$ cat config.mk
export PLATFORM = sky130hd
export DESIGN_NAME = rle_palette_pixel_decoder_core
export DESIGN_NICKNAME = d
export VERILOG_FILES = /design/src/rtl/core/rlepd_pkg.sv /design/src/rtl/core/rlepd_ram.sv /design/src/rtl/core/rlepd_parse.sv /design/src/rtl/core/rlepd_out.sv /design/src/rtl/core/rle_palette_pixel_decoder_core.sv
export SDC_FILE = /design/constraint.sdc
export NUM_CORES = 2
export LEC_CHECK = 0
export BUFFER_PORTS_ARGS = -buffer_cell sky130_fd_sc_hd__buf_2
export CAP_MARGIN = 10
export CELL_PAD_IN_SITES_DETAIL_PLACEMENT = 1
export CELL_PAD_IN_SITES_GLOBAL_PLACEMENT = 2
export CORE_MARGIN = 4
export CORE_UTILIZATION = 47
export CTS_CLUSTER_DIAMETER = 80
export DETAILED_ROUTE_END_ITERATION = 12
export PLACE_DENSITY_LB_ADDON = 0.1
export SLEW_MARGIN = 30
export SYNTH_ARGS = -nofsm -noshare
export SYNTH_HDL_FRONTEND = slang
export SYNTH_SLANG_ARGS = --single-unit
$ cat constraint.sdc
create_clock -name clk -period 4.5 [get_ports clk]
set_input_delay 1.35 -clock clk [delete_from_list [all_inputs] [get_ports clk]]
set_output_delay 1.35 -clock clk [all_outputs]
set_load 0.05 [all_outputs]
$ cat src/rtl/core/rlepd_pkg.sv
// Package for the run-length palette pixel decoder.
// Holds widths, byte codes, register indexes and the channel payload types.
// Used by the decoder modules other than the RAM and by the decoder's checker.
package rlepd_pkg;

	localparam int PALETTE_DEPTH = 128;
	localparam int COLOR_WIDTH   = 16;
	localparam int INDEX_WIDTH   = 7;
	localparam int PAL_ADDR_W    = (PALETTE_DEPTH > 1) ? $clog2(PALETTE_DEPTH) : 1;
	localparam int RUN_LEN_W     = 9;
	localparam int OUT_COLOR_W   = 16;

	// Operation codes of an input item.
	localparam logic OP_PIXEL_BYTE    = 1'b0;
	localparam logic OP_PALETTE_WRITE = 1'b1;

	// Byte codes of the compressed stream.
	localparam logic [7:0] RUN_FLAG = 8'h80;
	localparam logic [7:0] END_BYTE = 8'hFF;

	// Configuration register indexes.
	localparam logic CFG_REPLACE_INDEX    = 1'b0;
	localparam logic CFG_BACKGROUND_INDEX = 1'b1;

	localparam logic [RUN_LEN_W-1:0] MAX_RUN_LEN = 9'd257;

	typedef struct packed {
		logic        op;
		logic [7:0]  code_byte;
		logic [6:0]  palette_slot;
		logic [15:0] palette_value;
	} byte_item_t;

	typedef struct packed {
		logic [15:0] pixel_color;
		logic [8:0]  run_length;
		logic        picture_end;
	} run_item_t;

	// Result waiting for its palette read data.
	typedef struct packed {
		logic                 valid;
		logic [RUN_LEN_W-1:0] run_length;
		logic                 picture_end;
		logic                 zero_color;
	} pend_t;

endpackage

$ cat src/rtl/core/rlepd_ram.sv
// Generic single-clock RAM with one write port and one registered read port.
// Stands alone; depends on nothing.
module rlepd_ram #(
	parameter int WIDTH = 16,
	parameter int DEPTH = 128
) (
	input  logic                                   clk,
	input  logic                                   wr_en,
	input  logic [((DEPTH > 1) ? $clog2(DEPTH) : 1)-1:0] wr_addr,
	input  logic [WIDTH-1:0]                       wr_data,
	input  logic                                   rd_en,
	input  logic [((DEPTH > 1) ? $clog2(DEPTH) : 1)-1:0] rd_addr,
	output logic [WIDTH-1:0]                       rd_data
);

	logic [WIDTH-1:0] mem_q [DEPTH];
	logic [WIDTH-1:0] rd_data_q;

	always_ff @(posedge clk) begin
		if (wr_en) begin
			mem_q[wr_addr] <= wr_data;
		end
		if (rd_en) begin
			rd_data_q <= mem_q[rd_addr];
		end
	end

	assign rd_data = rd_data_q;

endmodule

$ cat src/rtl/core/rlepd_parse.sv
// Byte parser of the decoder: run/count state, index substitution and palette access.
// Depends on rlepd_pkg; drives the palette RAM and the pending-result stage.
module rlepd_parse import rlepd_pkg::*; (
	input  logic                   clk,
	input  logic                   arst_n,
	input  logic                   accept,
	input  byte_item_t             item,
	input  logic [INDEX_WIDTH-1:0] replace_index,
	input  logic [INDEX_WIDTH-1:0] background_index,
	input  logic                   pend_free,
	output pend_t                  pend,
	output logic                   wr_en,
	output logic [PAL_ADDR_W-1:0]  wr_addr,
	output logic [COLOR_WIDTH-1:0] wr_data,
	output logic                   rd_en,
	output logic [PAL_ADDR_W-1:0]  rd_addr
);

	logic                   awaiting_q;
	logic [INDEX_WIDTH-1:0] held_q;
	logic                   valid_s1;
	logic [RUN_LEN_W-1:0]   len_s1;
	logic                   end_s1;
	logic                   zero_s1;

	logic                   is_write;
	logic                   is_end;
	logic                   is_header;
	logic                   emit;
	logic [INDEX_WIDTH-1:0] idx;
	logic [INDEX_WIDTH-1:0] eff;
	logic [RUN_LEN_W-1:0]   len;
	logic                   eff_in_range;
	logic                   slot_in_range;
	logic [31:0]            value_wide;

	always_comb begin
		is_write  = (item.op == OP_PALETTE_WRITE);
		is_end    = !awaiting_q && (item.code_byte == END_BYTE);
		is_header = !awaiting_q && !is_end && ((item.code_byte & RUN_FLAG) != 8'h00);
		emit      = accept && !is_write && !is_header;
		if (awaiting_q) begin
			idx = held_q;
			len = RUN_LEN_W'({1'b0, item.code_byte}) + RUN_LEN_W'(2);
		end else begin
			idx = item.code_byte[INDEX_WIDTH-1:0];
			len = RUN_LEN_W'(1);
		end
		eff           = (idx == replace_index) ? background_index : idx;
		eff_in_range  = ({1'b0, eff} < (INDEX_WIDTH+1)'(PALETTE_DEPTH));
		slot_in_range = ({1'b0, item.palette_slot} < (INDEX_WIDTH+1)'(PALETTE_DEPTH));
		value_wide    = {16'h0000, item.palette_value};
	end

	assign wr_en   = accept && is_write && slot_in_range;
	assign wr_addr = item.palette_slot[PAL_ADDR_W-1:0];
	assign wr_data = value_wide[COLOR_WIDTH-1:0];
	assign rd_en   = emit && !is_end && eff_in_range;
	assign rd_addr = eff[PAL_ADDR_W-1:0];

	always_ff @(posedge clk or negedge arst_n) begin
		if (!arst_n) begin
			awaiting_q <= 1'b0;
			held_q     <= '0;
			valid_s1   <= 1'b0;
		end else begin
			if (accept && !is_write) begin
				awaiting_q <= is_header;
				if (is_header) begin
					held_q <= item.code_byte[INDEX_WIDTH-1:0];
				end
			end
			if (pend_free) begin
				valid_s1 <= emit;
			end
		end
	end

	always_ff @(posedge clk) begin
		if (emit) begin
			len_s1  <= is_end ? '0 : len;
			end_s1  <= is_end;
			zero_s1 <= is_end || !eff_in_range;
		end
	end

	assign pend.valid       = valid_s1;
	assign pend.run_length  = len_s1;
	assign pend.picture_end = end_s1;
	assign pend.zero_color  = zero_s1;

endmodule

$ cat src/rtl/core/rlepd_out.sv
// Output register of the decoder: joins the palette color with the pending run.
// Depends on rlepd_pkg; fed by rlepd_parse and the palette RAM.
module rlepd_out import rlepd_pkg::*; (
	input  logic                   clk,
	input  logic                   arst_n,
	input  pend_t                  pend,
	input  logic [COLOR_WIDTH-1:0] color,
	input  logic                   run_stall,
	output logic                   pend_load,
	output logic                   run_valid,
	output run_item_t              run_item
);

	logic        out_valid_q;
	run_item_t   out_item_q;
	logic [31:0] color_wide;

	assign color_wide = 32'(color);
	assign pend_load  = pend.valid && (!out_valid_q || !run_stall);

	always_ff @(posedge clk or negedge arst_n) begin
		if (!arst_n) begin
			out_valid_q <= 1'b0;
		end else if (pend_load) begin
			out_valid_q <= 1'b1;
		end else if (!run_stall) begin
			out_valid_q <= 1'b0;
		end
	end

	always_ff @(posedge clk) begin
		if (pend_load) begin
			out_item_q.pixel_color <= pend.zero_color ? '0 : color_wide[OUT_COLOR_W-1:0];
			out_item_q.run_length  <= pend.run_length;
			out_item_q.picture_end <= pend.picture_end;
		end
	end

	assign run_valid = out_valid_q;
	assign run_item  = out_item_q;

endmodule

$ cat src/rtl/core/rle_palette_pixel_decoder_core.sv
// Top level of the run-length palette pixel decoder.
// Depends on rlepd_pkg, rlepd_parse, rlepd_ram and rlepd_out.

// The decoder takes one item per clock cycle on the byte channel unless it
// stalls: either a compressed picture byte or a palette entry write, and gives
// one result per run on the run channel, carrying the color and the number of
// pixels, or an end-of-picture result with zero color and zero length. In the
// accepting cycle the parser resolves the index (with the replace index swapped
// for the background index) and reads the palette RAM. The run length waits in
// the pending stage until the output register is free or its result is being
// taken; the read data and the run length are then loaded into the output
// register, which drives the run channel. The sustained rate is one transfer
// per cycle while the run channel is not stalled, set by the single read port
// and single write port of the palette RAM; a palette write and a lookup never
// fall in the same cycle, and a lookup issued right after a write to the same
// entry already sees the new color. Palette writes and run header bytes give no
// result. The byte channel stalls only while a result is parked in the output
// register, the next one is waiting on its read data and the run channel is
// stalled. The palette holds no reset value: a picture must only use entries
// that were written before. Configuration writes are always ready and should
// only be issued while no transfer is in flight.
module rle_palette_pixel_decoder_core import rlepd_pkg::*; (
	input  logic                   clk,
	input  logic                   arst_n,
	input  logic                   byte_valid,
	output logic                   byte_stall,
	input  byte_item_t             byte_item,
	output logic                   run_valid,
	input  logic                   run_stall,
	output run_item_t              run_item,
	input  logic                   cfg_valid,
	output logic                   cfg_ready,
	input  logic                   cfg_index,
	input  logic [INDEX_WIDTH-1:0] cfg_data
);

	logic [INDEX_WIDTH-1:0] replace_q;
	logic [INDEX_WIDTH-1:0] background_q;

	pend_t                  pend;
	logic                   pend_load;
	logic                   pend_free;
	logic                   accept;
	logic                   wr_en;
	logic [PAL_ADDR_W-1:0]  wr_addr;
	logic [COLOR_WIDTH-1:0] wr_data;
	logic                   rd_en;
	logic [PAL_ADDR_W-1:0]  rd_addr;
	logic [COLOR_WIDTH-1:0] rd_data;

	// The pending stage is free when empty or when it moves to the output
	// register in this cycle, so the RAM read data is consumed before reuse.
	assign pend_free  = !pend.valid || pend_load;
	assign byte_stall = !pend_free;
	assign accept     = byte_valid && !byte_stall;

	// Configuration registers accept a write in every cycle.
	assign cfg_ready = 1'b1;

	always_ff @(posedge clk or negedge arst_n) begin
		if (!arst_n) begin
			replace_q    <= '0;
			background_q <= '0;
		end else if (cfg_valid && cfg_ready) begin
			case (cfg_index)
				CFG_REPLACE_INDEX: begin
					replace_q <= cfg_data;
				end
				CFG_BACKGROUND_INDEX: begin
					background_q <= cfg_data;
				end
				default: begin
					replace_q <= replace_q;
				end
			endcase
		end
	end

	rlepd_parse u_parse (
		.clk              (clk),
		.arst_n           (arst_n),
		.accept           (accept),
		.item             (byte_item),
		.replace_index    (replace_q),
		.background_index (background_q),
		.pend_free        (pend_free),
		.pend             (pend),
		.wr_en            (wr_en),
		.wr_addr          (wr_addr),
		.wr_data          (wr_data),
		.rd_en            (rd_en),
		.rd_addr          (rd_addr)
	);

	rlepd_ram #(
		.WIDTH (COLOR_WIDTH),
		.DEPTH (PALETTE_DEPTH)
	) u_palette (
		.clk     (clk),
		.wr_en   (wr_en),
		.wr_addr (wr_addr),
		.wr_data (wr_data),
		.rd_en   (rd_en),
		.rd_addr (rd_addr),
		.rd_data (rd_data)
	);

	rlepd_out u_out (
		.clk       (clk),
		.arst_n    (arst_n),
		.pend      (pend),
		.color     (rd_data),
		.run_stall (run_stall),
		.pend_load (pend_load),
		.run_valid (run_valid),
		.run_item  (run_item)
	);

endmodule

# ---- Word-level counts from Yosys, hierarchy flattened
# Memories as Yosys holds them, arrays and structs flattened. A register that Yosys moved wholly into a read port is not among the register bits.
# Index checks and enable logic that the tools add are counted.
dict set report classes {
  eq_ne 3
  n_mux 7
  bitwise 2
  n_reduce_logical 23
  addsub 1
}
# operator count
set ops {}
lappend ops {{two-way mux 7 bit} 2}
lappend ops {{adder 8 x 2 -> 9 bit, second input constant} 1}
lappend ops {{logical AND 1 bit} 9}
lappend ops {{== test 8 bit, second input constant} 1}
lappend ops {{zero test 1 bit} 8}
lappend ops {{== test 7 bit} 1}
lappend ops {{AND reduction 2 bit} 3}
lappend ops {{two-way mux 1 bit} 5}
lappend ops {{logical OR 1 bit} 2}
lappend ops {{!= test 2 x 1 -> 1 bit, second input constant} 1}
lappend ops {{NOT 1 bit} 2}
lappend ops {{OR reduction 2 bit} 1}
dict set report word_totals {
  word_cells 49
  input_bits 45
  regBits 60
  memories 1
  output_inout_bits 29
  ram_bits 2048
}
# memory depth width read_ports rd_clocked_by_memory_dff wr line_no
set memory_table {}
lappend memory_table {u_palette.mem_q 128 16 1 1 1 rlepd_ram.sv:16} ;# logic [WIDTH-1:0] mem_q [DEPTH];

# ---- Depth between registers and ports, before layout
dict set report logic_depth {
  word_depth 8
  ltp_mapped 16
  mapped_depth_nobuf 10
}

# ---- Modules after synthesis
# A second synthesis with hierarchy kept.
dict set report hier_totals {
  cells_unflattened 3287
  hier_area_um2 81530.7
}
# mod seq_area_each_um2 instances area_each_um2 cells_per_inst
set by_module_without_submodules {}
lappend by_module_without_submodules {rlepd_ram 61979.4 1 78683.0 3086}
lappend by_module_without_submodules {rlepd_parse 525.5 1 1290.0 119}
lappend by_module_without_submodules {rlepd_out 805.8 1 964.7 46}
lappend by_module_without_submodules {rle_palette_pixel_decoder_core 350.3 1 593.1 36}

# ---- Worst setup path after synthesis
# OpenSTA, ideal clock, no wires.
dict set report synth_timing {
  path_kind {input to register}
  startpoint {in byte_item[29] in the netlist's numbering}
  endpoint {reg u_palette.rd_data_q[12], in the netlist u_palette.rd_data[12] (read register of u_palette.mem_q) (data pin)}
  path_stages 13
  setup_ps 269
  n_path_buf 4
  arrival_ps 4433
  required_ps 4231
  setup_slack_ps -202
  path_cell_list {mux2i_2 -> xnor2_1 -> nor4_1 -> buf_2 -> a21boi_1 -> nor2_4 -> buf_2 -> buf_4 -> clkbuf_1 -> mux4_2 -> a2111oi_0 -> a21o_1 -> nand4_1}
}
dict set report synth_via {
  elab_chain_len 8
  elab_cells_between_ends 11
  cone_classes {eq/ne: 2; mux: 2; reduce/logical: 7}
}
# item line_no
set synth_rtl {}
lappend synth_rtl {{start, declared} rle_palette_pixel_decoder_core.sv:27} ;# input byte_item_t byte_item,
lappend synth_rtl {{== test 8 bit} rlepd_parse.sv:39} ;# is_end = !awaiting_q && (item.code_byte == END_BYTE);
lappend synth_rtl {{logical AND 1 bit} rlepd_parse.sv:39}
lappend synth_rtl {{zero test 1 bit} {rlepd_parse.sv:40, rlepd_parse.sv:58}}
lappend synth_rtl {{logical AND 1 bit (2 in a row)} rlepd_parse.sv:40} ;# is_header = !awaiting_q && !is_end && ((item.code_byte & RUN_FLAG) != 8'h00);
lappend synth_rtl {{zero test 1 bit} rlepd_parse.sv:41} ;# emit = accept && !is_write && !is_header;
lappend synth_rtl {{logical AND 1 bit} rlepd_parse.sv:41}
lappend synth_rtl {{logical AND 1 bit} rlepd_parse.sv:58} ;# assign rd_en = emit && !is_end && eff_in_range;
lappend synth_rtl {{end, declared} rlepd_ram.sv:17} ;# logic [WIDTH-1:0] rd_data_q;
# Parallel ways exist; a longest one is shown, timed or not.
# A chain may end at the register's enable or synchronous reset.

# ---- Worst setup path in the final report
dict set report layout_timing {
  startpoint {in byte_item[26] in the netlist's numbering}
  endpoint {reg u_palette.rd_data_q[0], in the netlist u_palette.rd_data[0] (read register of u_palette.mem_q) (data pin)}
}
# Same word-level chain as after synthesis.

==> reports/results.txt <==
status = completed
remaining global-route overflow = 0
CTS tree = yes
adder-cell share of the synthesized area = 0.0150%
Vias/cell = 6.18
Pwr Total = 47.6 mW
total CTS buffers = 217
most common flop cell mapped by yosys = edfxtp_1
DRC = 0
sequential fraction of design power = 46.2%
Pleak = 34.1 nW
Worst Setup Path Type = in2reg
Synth cell types = 70
deepest clock path buffer count = 3
Final Hold Fails = 0
io pins = 74
Reg2Reg Setup Slack = 0.04 ns
hold slack = 0.415 ns
Syn Area/Cell = 15.7 sq um
mux cell area share after synthesis = 6.29%
Slew @ Worst Pin = 1.01 ns
clock-pin slew on the worst setup and hold paths = 0.06 ns
initial DRC count = 5710
crit-path cells = buf_2 -> mux2_2 -> xor2_1 -> buf_4 -> nor3_4 -> buf_6 -> buf_4 -> a21oi_2 -> o22ai_4 -> buf_12 -> buf_12 -> buf_4 -> a21oi_1 -> or4_1 -> a32o_2 -> nor4_4 -> buf_4 -> nand4_1
Slew HR = 32.7%
CTS sink count = 2124
Int Power = 34.8 mW
Hold/Removal Path Class = reg2reg
Max VDD drop = 0.404 mV
Site Rows = 154
global-route wire length before repair = 387 mm
Final Util = 56.8%
RSZ-0062 raised after global routing = yes
Post-Syn Nets = 5380
startpoint types = primary input
max cap viols = 0
CP max FO = 13
Area Overhead vs Synth = 19.9%
die area = 0.185 sq mm
Synth Area in Compound Gates = 8.06%
layout filler cell count = 16331
final setup vio count = 0
Crit path max-delay family = simple AND/OR/NAND/NOR gates
Comb power frac = 17.7%
Seq/Total Area, Yosys = 76.1%
routed via count = 52934
vias in the first global route = 54413
Die Span Y = 430 um
Critical Path RT = 5.08 ns
synth warn = 0
fin nets = 6069
largest net degree at the start of global routing = 88
Final period util = 99.6%
total global-route track usage = 28.7%
Post-synth ARST share = 1.13%
final WL = 269 mm
DIE WIDTH = 430 um
Switching Fraction = 27.0%
Final Cell Area = 0.100 sq mm
Worst path max stage delay = 0.51 ns
register area = 0.0637 sq mm
Clock H-tree levels = 4
Initial Util = 47.4%
Synth Register Bits = 2124
Final ANT Viol Nets = 0
Clock Power Share = 36.1%
Critical Path End Type = flip-flop
IO buf count = 72
Tmin final = 4.48 ns
Mapped Area = 0.0836 sq mm
Root Driver = clkbuf_16
slowest cell on the critical path = nor4_4
initial antenna violation count = 17
FMAX = 223 MHz
DP HPWL = 172 mm
fraction of the mapped netlist area in simple logic gates = 7.53%
Post-Synth XOR/XNOR Area = 0.126%
Crit path buffers/inverters = 8
1st-pass router iterations = 6
clk_skew = 0.0424 ns
mean routed wirelength per cell = 31.4 um
EDFF count, synth = 2100
worst-skew pair later-pin latency = 0.86 ns
Final Slew Violations = 0
area of the multi-input gates = 0.0191 sq mm
area post-placement = 0.0930 sq mm
post-synthesis instance total = 5334
GP Congestion = 0.859
P per Cell Area = 475 mW/mm^2
hold buffers post-CTS = 0
cell mode on critical path = buf_4
largest family of logic cells by synthesized area = compound AO/OA/AOI/OAI gates
Psw = 12.9 mW
core area = 0.176 sq mm
share of cells above drive strength 1 = 22.9%
Data arrival, critical path = 5.06 ns
final cells by class:
class,count,share of cell area (%)
clock buffer,273,5.68
sequential,2124,63.5
clock inverter,134,1.03
multi-input combinational,2835,19.0
timing repair buffer,839,7.77
inverter,6,0.0225
antenna,9,0.0225
tap,2340,2.92
per-layer routing:
layer | track usage [%] | share of wire, %
met2 | 45.7 | 47
met1 | 42.0 | 44
met5 | 0 | 0.0048
met3 | 3.67 | 6.3
met4 | 8.25 | 2.9
flip-flops by register name, indices dropped and copies added (netlist names), 7 cells and up:
register           flops
background_q           7
replace_q              7
u_out.run_item        26
u_palette.mem_q     2048
u_palette.rd_data     16
u_parse.held_q         7
u_parse.len_s1         9
cell usage in the layout, fill, tap and decap left out, types with 43 or more instances in the layout:
cell type	Yosys	layout
o22ai_1	52	50
nand2_1	501	497
nor2_2	2	45
nand4_1	63	63
mux2_2	74	74
mux4_2	79	79
a31oi_1	50	48
edfxtp_1	2100	2100
a211oi_1	96	96
clkinv_1	0	60
a32oi_1	73	73
and3_1	126	126
nor2_1	157	113
buf_12	0	115
o21ai_0	339	334
clkbuf_16	0	220
buf_4	12	651
nand3_1	354	350
buf_2	67	56
clkinv_2	0	43
mux2i_1	256	253
a21oi_1	262	256
clkbuf_1	256	52
worst reg2reg max path, stage by stage (launching register included):
cell and delay, ns:
dfrtp_1 0.40, buf_12 0.15, mux2_2 0.35, xor2_1 0.17, buf_4 0.15, nor3_4 0.22, buf_6 0.17, buf_4 0.12
a21oi_2 0.09, o22ai_4 0.18, buf_12 0.17, buf_12 0.18, buf_4 0.20, a21oi_1 0.05, or4_1 0.48, a32o_2 0.32
nor4_4 0.52, buf_4 0.20, nand4_1 0.09
worst paths after layout:
kind	start	end	cells after the start
hold / removal	u_parse.len_s1[5]$_SDFFCE_PP0P_	u_out.run_item[6]$_DFFE_PP_	0
setup reg to reg	u_parse.awaiting_q$_DFFE_PN0P_	u_palette.rd_data[0]$_DFFE_PP_	18
hold reg to reg	u_parse.len_s1[5]$_SDFFCE_PP0P_	u_out.run_item[6]$_DFFE_PP_	0
max in group asynchronous	arst_n	background_q[4]$_DFFE_PN0P_	1
setup / recovery	byte_item[26]	u_palette.rd_data[0]$_DFFE_PP_	18
min in group asynchronous	arst_n	u_parse.valid_s1$_DFFE_PN0N_	1
power by group through the flow:
stage	sequential, mW	combinational (mW)	clock (mW)
final	22.0	8.44	17.2
after global routing	22.0	8.90	18.3
after CTS	22.0	8.30	17.5
after detailed placement	22.4	8.19	0
after global placement	22.4	8.08	0
after floorplan	22.4	3.67	0
synth_stat cells (21+ instances only):
cell type | number | area, sq um
a32o_1 | 32 | 320
mux2i_1 | 256 | 2560
nor2b_1 | 21 | 131
mux4_2 | 79 | 1780
nor4_1 | 35 | 219
nand3_1 | 354 | 1770
a22oi_1 | 36 | 270
a21oi_1 | 262 | 1310
a211oi_1 | 96 | 721
nand2_1 | 501 | 1880
o21ai_0 | 339 | 1700
o22ai_1 | 52 | 325
buf_1 | 34 | 128
nor2_1 | 157 | 589
buf_2 | 67 | 335
a31oi_1 | 50 | 313
dfrtp_1 | 24 | 601
mux2_2 | 74 | 833
nand4_1 | 63 | 394
a32oi_1 | 73 | 639
nor3_1 | 23 | 115
clkbuf_1 | 256 | 961
and3_1 | 126 | 788
edfxtp_1 | 2100 | 63100
repair_timing:
item | 4_1_cts | 5_1_grt
gates cloned | 0 | 2
setup buffers | 1 | 8
resized for setup | 33 | 36
pin swaps | 3 | 11
setup endpoints to repair | 9 | 14
cells by family after synthesis:
logic type	Yosys count
simple gates	1335
fa+ha+maj	1
other cells	1
xor+xnor	12
compound gates	1072
buf+inv	375
mux	414
flops	2124
through the flow:
step / instances / setup WS [ns] / TNS (ns)
finish: 8560 / 0.0185 / 0
global route: 8551 / -0.0386 / -0.0967
CTS: 8538 / -0.0690 / -0.121
detailed placement: 8130 / -1.38 / -14.87
global placement: 8130 / -1.34 / -14.97
floorplan: 5334 / -0.0223 / -0.0704
No activity file was read; power rests on OpenSTA's default activity.
